[src/rtl/ppp_pkg.sv]
// shared types, widths and register codes of the point projector
// no dependencies
package ppp_pkg;

    localparam int PT_W     = 20;   // world coordinate
    localparam int TRIG_W   = 16;   // q1.14 cosine / sine
    localparam int VD_W     = 16;   // viewer distance
    localparam int CFG_W    = 20;   // widest register
    localparam int FRAC     = 14;
    localparam int DIFF_W   = PT_W + 1;          // point minus camera
    localparam int PROD_W   = DIFF_W + TRIG_W;   // difference times trig
    localparam int ROT_W    = PROD_W + 1;        // rotated x / z, q14
    localparam int ZP_W     = ROT_W + TRIG_W;    // rotated z times pitch trig
    localparam int SUM_W    = ZP_W + 1;          // q28 sums before the shift
    localparam int DEP_W    = 40;                // y and depth back in q14
    localparam int NUM_W    = 58;                // dividend magnitude
    localparam int QUO_B    = 18;                // quotient bits before saturation
    localparam int OSUM_W   = QUO_B + 3;         // signed quotient plus center
    localparam int OUT_W    = 16;

    localparam int SCREEN_WIDTH_DEF  = 640;
    localparam int SCREEN_HEIGHT_DEF = 480;

    typedef logic [2:0] reg_idx_t;
    localparam reg_idx_t REG_COS_YAW   = 3'd0;
    localparam reg_idx_t REG_SIN_YAW   = 3'd1;
    localparam reg_idx_t REG_COS_PITCH = 3'd2;
    localparam reg_idx_t REG_SIN_PITCH = 3'd3;
    localparam reg_idx_t REG_CAM_X     = 3'd4;
    localparam reg_idx_t REG_CAM_Y     = 3'd5;
    localparam reg_idx_t REG_CAM_Z     = 3'd6;
    localparam reg_idx_t REG_VIEW_DIST = 3'd7;

    typedef struct packed {
        logic signed [TRIG_W-1:0] cos_yaw;
        logic signed [TRIG_W-1:0] sin_yaw;
        logic signed [TRIG_W-1:0] cos_pitch;
        logic signed [TRIG_W-1:0] sin_pitch;
        logic signed [PT_W-1:0]   cam_x;
        logic signed [PT_W-1:0]   cam_y;
        logic signed [PT_W-1:0]   cam_z;
        logic [VD_W-1:0]          view_dist;
    } cfg_t;

    // per item flags carried beside the divider
    typedef struct packed {
        logic bad;      // depth zero or negative
        logic zero;     // depth exactly zero
        logic neg_x;    // quotient x negative
        logic neg_y;    // quotient y negative
        logic ovf_x;    // |qx| beyond the quotient bits
        logic ovf_y;
    } side_t;

endpackage

[src/rtl/ppp_scl.sv]
// viewer distance scaling and sign / magnitude split for the divider
// depends on ppp_pkg
module ppp_scl (
    input  logic                              clk,
    input  logic                              rstn,
    input  logic                              en,
    input  logic                              in_valid,
    input  logic signed [ppp_pkg::ROT_W-1:0]  xr,
    input  logic signed [ppp_pkg::DEP_W-1:0]  yr,
    input  logic signed [ppp_pkg::DEP_W-1:0]  dr,
    input  logic [ppp_pkg::VD_W-1:0]          vd,
    output logic                              out_valid,
    output logic [ppp_pkg::NUM_W-1:0]         num_x,
    output logic [ppp_pkg::NUM_W-1:0]         num_y,
    output logic [ppp_pkg::DEP_W-1:0]         den,
    output ppp_pkg::side_t                    side
);
    import ppp_pkg::*;

    logic [1:0] v_reg;

    logic signed [NUM_W-1:0] nx_reg, ny_reg;
    logic signed [DEP_W-1:0] dr6_reg;
    logic [NUM_W-1:0]        ax_reg, ay_reg;
    logic [DEP_W-1:0]        ad_reg;
    side_t                   side_reg;

    logic                    nx_neg, ny_neg, d_neg;
    logic [NUM_W-1:0]        ax_next, ay_next, dsh;
    logic [DEP_W-1:0]        ad_next;
    side_t                   side_next;

    always_ff @(posedge clk) begin
        if (!rstn) begin
            v_reg <= '0;
        end else if (en) begin
            v_reg <= {v_reg[0], in_valid};
        end
    end

    always_comb begin
        nx_neg  = nx_reg[NUM_W-1];
        ny_neg  = ny_reg[NUM_W-1];
        d_neg   = dr6_reg[DEP_W-1];
        ax_next = nx_neg ? NUM_W'(-nx_reg) : NUM_W'(nx_reg);
        ay_next = ny_neg ? NUM_W'(-ny_reg) : NUM_W'(ny_reg);
        ad_next = d_neg ? DEP_W'(-dr6_reg) : DEP_W'(dr6_reg);
        dsh     = NUM_W'(ad_next) << QUO_B;
        side_next.zero  = (dr6_reg == '0);
        side_next.bad   = d_neg || (dr6_reg == '0);
        side_next.neg_x = nx_neg ^ d_neg;
        side_next.neg_y = ny_neg ^ d_neg;
        side_next.ovf_x = (ax_next >= dsh);
        side_next.ovf_y = (ay_next >= dsh);
    end

    always_ff @(posedge clk) begin
        if (en) begin
            nx_reg   <= NUM_W'(xr) * NUM_W'($signed({1'b0, vd}));
            ny_reg   <= NUM_W'(yr) * NUM_W'($signed({1'b0, vd}));
            dr6_reg  <= dr;
            ax_reg   <= ax_next;
            ay_reg   <= ay_next;
            ad_reg   <= ad_next;
            side_reg <= side_next;
        end
    end

    assign out_valid = v_reg[1];
    assign num_x     = ax_reg;
    assign num_y     = ay_reg;
    assign den       = ad_reg;
    assign side      = side_reg;

endmodule

[config.mk]
export PLATFORM = sky130hd
export DESIGN_NAME = ppp_scl
export DESIGN_NICKNAME = d
export VERILOG_FILES = /design/src/rtl/ppp_pkg.sv /design/src/rtl/ppp_scl.sv
export SDC_FILE = /design/constraint.sdc
export NUM_CORES = 2
export LEC_CHECK = 0
export BUFFER_PORTS_ARGS = -buffer_cell sky130_fd_sc_hd__buf_4
export CORE_UTILIZATION = 36
export DETAILED_ROUTE_END_ITERATION = 6
export PLACE_DENSITY = 0.58
export SLEW_MARGIN = 20
export SYNTH_ARGS = -nofsm -noshare
export SYNTH_HDL_FRONTEND = slang
export SYNTH_SLANG_ARGS = --single-unit
[constraint.sdc]
create_clock -name clk -period 14.3 [get_ports clk]
set_input_delay 0.715 -clock clk [delete_from_list [all_inputs] [get_ports clk]]
set_output_delay 0.715 -clock clk [all_outputs]
set_load 0.02 [all_outputs]
After elaboration in Yosys (flattened, before gate mapping) --
Cells that the tools add are included.
Storage, ports and cells: output and inout port bits 163, word-level logic and storage cells 27, input port bits 138, bits in registers 320
Operators by class: reduce and logical (&&, ||, !) cells 2, bitwise operators 2, multiply operators 2, $lt $le $gt $ge 2, muxes and demuxes 3, $add $sub $neg 3
Operator list (number):
- >= comparator 58 bit | 2
- two-way mux 58 bit | 2
- negation 58 bit | 2
- multiplier 40 x 17 -> 57 bit | 1
- multiplier 38 x 17 -> 55 bit | 1
- zero test 40 bit | 1
- two-way mux 40 bit | 1
- negation 40 bit | 1
- XOR 1 bit | 2
- logical OR 1 bit | 1

Longest topological paths before layout --
word-level depth 3, gate-level depth with buffers 26, gate-level depth less buffers 23

Least setup slack after synthesis --
No wires, ideal clock.
kind input-to-reg, start point in vd[9] (netlist name), end point reg ny_reg[56], data pin, setup time 266 ps, data required time 14034 ps, setup slack 7298 ps, arrival time 6736 ps, buffers on the path 4, stages on the path 23, cell sequence clkbuf_1 > clkbuf_1 > clkbuf_1 > nand2_1 > fa_1 > inv_1 > fa_1 > fa_1 > fa_1 > fa_1 > inv_1 > fa_1 > inv_1 > ha_1 > clkbuf_1 > nand4_1 > or3_1 > nor3b_1 > a21o_1 > a31oi_1 > o31ai_1 > mux2i_1 > nand4_1
On the way: longest elaborated chain between the ends 1
Ends and longest elaborated chain:
- start: declaration | line ppp_scl.sv:11 | input logic [ppp_pkg::VD_W-1:0] vd,
- multiplier 40 x 17 -> 57 bit | line ppp_scl.sv:60 | ny_reg <= NUM_W'(yr) * NUM_W'($signed({1'b0, vd}));
- end signal: assignment | line ppp_scl.sv:60
- end: declaration | line ppp_scl.sv:22 | logic signed [NUM_W-1:0] nx_reg, ny_reg;
No other way between the ends. A chain may end at the register's enable or synchronous reset.

Worst setup path after layout --
start point in vd[3] (netlist name), end point reg nx_reg[56], data pin
On the way: longest elaborated chain between the ends 1
Ends and longest elaborated chain:
- multiplier 38 x 17 -> 55 bit | line ppp_scl.sv:59 | nx_reg <= NUM_W'(xr) * NUM_W'($signed({1'b0, vd}));
- end signal: assignment | line ppp_scl.sv:59
- end: declaration | line ppp_scl.sv:22
No other way between the ends.

==> results_tabular.tex <==
\begin{tabular}{lr}
\hline
Metric & Value \\
\hline
\multicolumn{2}{l}{\textbf{Synthesis}} \\
\quad Async SR Flop Fraction & 0\% \\
\quad Cell taking the most area after synthesis & fa\_1 \\
\quad Netlist Area Pre-Place & 0.0578 mm2 \\
\quad Synth warn & 0 \\
\quad Number of library cell types mapped by synthesis & just under 70 \\
\quad Share of Yosys cell area claimed by the top area cell type & 40.6\% \\
\quad Leading cell types by count after synthesis & 1,449 x inv\_1, 1,174 x fa\_1, 865 x nand2\_1 \\
\quad Cell with the most instances after synthesis & inv\_1 \\
\quad Number of enable flip-flop cells after synthesis & 314 \\
\quad Syn Area/Cell & between 9 and 10 um2 \\
\quad Gate count after technology mapping & between 6,000 and 7,000 \\
\quad Fraction of the yosys area taken by sequential cells & between 15 and 20\% \\
\quad Post-synth top flop & edfxtp\_1 \\
\quad Cell types with the largest area share after synthesis & fa\_1 41\%, edfxtp\_1 16\%, inv\_1 9.4\%, ha\_1 7.5\%, nand2\_1 5.6\% \\
\quad Register bit total from synthesis & 316 \\
\multicolumn{2}{l}{\textbf{Clock network}} \\
\quad Clock edge transition at the registers on the reported setup and hold paths & 70 ps \\
\quad Buffer type at the clock tree root & clkbuf\_16 \\
\quad TritonCTS buffer count & 37 \\
\quad CTS max path bufs & 3 \\
\quad CTS H-tree lvls & 2 \\
\quad Total clock sinks & $\sim$320 \\
\quad Quantity of hold-fixing buffers added after cts & 0 \\
\quad Clock latency of the later-clocked register in the worst-skew pair & 560 ps \\
\quad Setup repair bufs after CTS & 0 \\
\quad Post-CTS resize count & 0 \\
\quad TritonCTS clock tree & yes \\
\multicolumn{2}{l}{\textbf{Setup path}} \\
\quad Worst Path Arrival & just over 8000 ps \\
\quad Critical path data required time & 14,710 ps \\
\quad Nature of the critical path endpoint & flip-flop \\
\quad Crit Path Class & primary input to flip-flop \\
\quad Largest fanout on the critical path & 44 \\
\quad Critical path startpoint category & primary input \\
\multicolumn{2}{l}{\textbf{STA}} \\
\quad Finish-stage setup viols & 0 \\
\quad Min cycle time layout & around 7600 ps \\
\quad Summed negative setup slack over all endpoints & 0 ps \\
\quad RSZ-0062 raised after global routing & no \\
\quad Worst max-slew margin expressed relative to the limit & 27.8\% \\
\quad Tightest Pin Transition & 1080 ps \\
\quad Fmax achieved & 131 MHz \\
\quad Hold violation total from the final report & 0 \\
\quad Final number of max-transition violations & 0 \\
\quad Period utilization & 53.4\% \\
\quad Fin Clk Skew & about 24 ps \\
\multicolumn{2}{l}{\textbf{Routing}} \\
\quad Count of routing violations after the opening detailed-route iteration & 2,870 \\
\quad Post-detailed-routing wire length & 167,000 um \\
\quad Final antenna-violating net count & 0 \\
\quad DRT Pass-1 Iters & 6 \\
\quad Wire per inst & 20.3 um \\
\quad Routed via count divided by cell count & $\sim$5.0 \\
\quad Vias after detailed routing & 41,500 \\
\quad Remaining routing DRC violations & 0 \\
\multicolumn{2}{l}{\textbf{Placed design}} \\
\quad Count of input and output buffers & 300 \\
\quad Placer Congestion & 0.906 \\
\quad Final HPWL DP & 131,000 um \\
\multicolumn{2}{l}{\textbf{Cells and area}} \\
\quad Number of nets in the layout & 7,786 \\
\quad Reg area & 0.00947 mm2 \\
\quad Filler cell count & 15,700 \\
\quad Final cell utilization of the core & between 30\% and 40\% \\
\quad Layout-stage area growth over the synthesis result & 9.19\% \\
\quad Proportion of layout cells with a drive suffix above 1 & roughly 6.6\% \\
\quad Area used by multi-input combinational logic & 0.0419 mm2 \\
\multicolumn{2}{l}{\textbf{Status}} \\
\quad Result of the run & complete, no violations \\
\multicolumn{2}{l}{\textbf{Die}} \\
\quad Chip height & 403 um \\
\quad Ports & 301 \\
\quad Std-Cell Rows & between 100 and 150 \\
\quad Initial core utilization & 36.4\% \\
\quad X dimension of the die & 403 um \\
\quad Total core area & 0.159 mm2 \\
\quad Die area & 0.162 mm2 \\
\multicolumn{2}{l}{\textbf{Global route}} \\
\quad Grt ovf & 0 \\
\quad Maximum number of pins on one net before global-route repair & 116 \\
\quad Global Route Usage Sum & 20.8\% \\
\quad Wire length of the first global-routing pass & 260,000 um \\
\quad Number of global-route vias before repair & 44,600 \\
\quad Number of antenna violations at the first check in global routing & 19 \\
\multicolumn{2}{l}{\textbf{Run}} \\
\quad Max-cap check violation count & 0 \\
\multicolumn{2}{l}{\textbf{Worst hold path}} \\
\quad Path type of the worst min-delay path & primary input to flip-flop \\
\hline
\end{tabular}
==> kinds of logic (layout without fill, tap and decap cells) <==
kind of cell               Yosys count  in the layout  share of synthesized area, %
DFF                                316            316                          16.4
xor gates and xnor gates           264            264                          4.00
adders and majority gates         1519           1519                          48.1
buffers and inverters             1711           1833                          11.1
AOI/OAI and AO/OA                  541            541                          6.13
muxes                                3              3                        0.0519
other                                1             14                       0.00649
and+or+nand+nor                   1671           1671                          14.2
==> worst max-delay path, stage by stage <==
cell	delay, ps
buf_4	440
buf_4	650
nand2_1	170
fa_1	530
fa_1	520
fa_1	530
inv_1	60
fa_1	490
fa_1	490
inv_1	50
fa_1	470
inv_1	40
ha_1	340
a21o_1	220
a211oi_1	220
o21ai_0	160
o21ai_0	570
a211oi_1	270
o21ai_0	310
a21oi_1	160
or4_1	520
o211ai_1	100
==> per-stage QoR <==
step | worst slack [ps] | hold slack [ps] | std cells | area, um2
final | 6660 | 333 | 8233 | 63100
after global routing | 6260 | 318 | 8230 | 63100
after CTS | 6730 | 307 | 8227 | 63100
after detailed placement | 6110 | 513 | 8162 | 61800
after global placement | 6130 | 503 | 8162 | 61800
after floorplan | 7300 | 441 | 6033 | 57900
==> area by class of cell <==
class / count / share of cell area, %
multi-input cells: 4006 / 66.4
flip-flops and latches: 316 / 15.0
inverters: 1449 / 8.61
well taps: 2072 / 4.11
repair buffers: 319 / 3.80
clock buffers: 42 / 1.53
clock inverters: 23 / 0.501
diodes: 6 / 0.0238
==> cell usage in the layout (no fill, tap or decap), types with 26 or more instances in the layout <==
master,netlist,routed
o31ai_1,46,46
and2_1,482,482
a21oi_1,119,119
xnor2_1,200,200
nand3_1,32,32
inv_1,1449,1449
or4_1,31,31
nor3_1,26,26
nor2_1,58,58
edfxtp_1,314,314
nand4_1,33,33
fa_1,1174,1174
buf_4,0,318
o21ai_0,127,127
o41ai_1,26,26
nand2_1,865,865
ha_1,345,345
a21o_1,107,107
xor2_1,64,64
clkbuf_16,0,38
==> final timing paths <==
check | startpoint | end | slack, ps | cells past startpoint
hold reg to reg | ny_reg[0] | num_y[0] | 530 | 0
setup / recovery | vd[3] | nx_reg[56] | 6660 | 22
hold / removal | dr[2] | dr6_reg[2] | 330 | 1
setup reg to reg | ny_reg[4] | side[0] | 7150 | 19
==> metal layers <==
layer  part of all wire [%]  GRT usage [%]  wire [um]
met5                  0.069              0        115
met4                    2.9           5.78       4900
met3                    6.8           3.29      11300
met2                     47           34.7      78200
met1                     43           28.0      72200
Power is not shown: default switching activity piles up to over one toggle a cycle in this logic, so the estimate is an artifact.
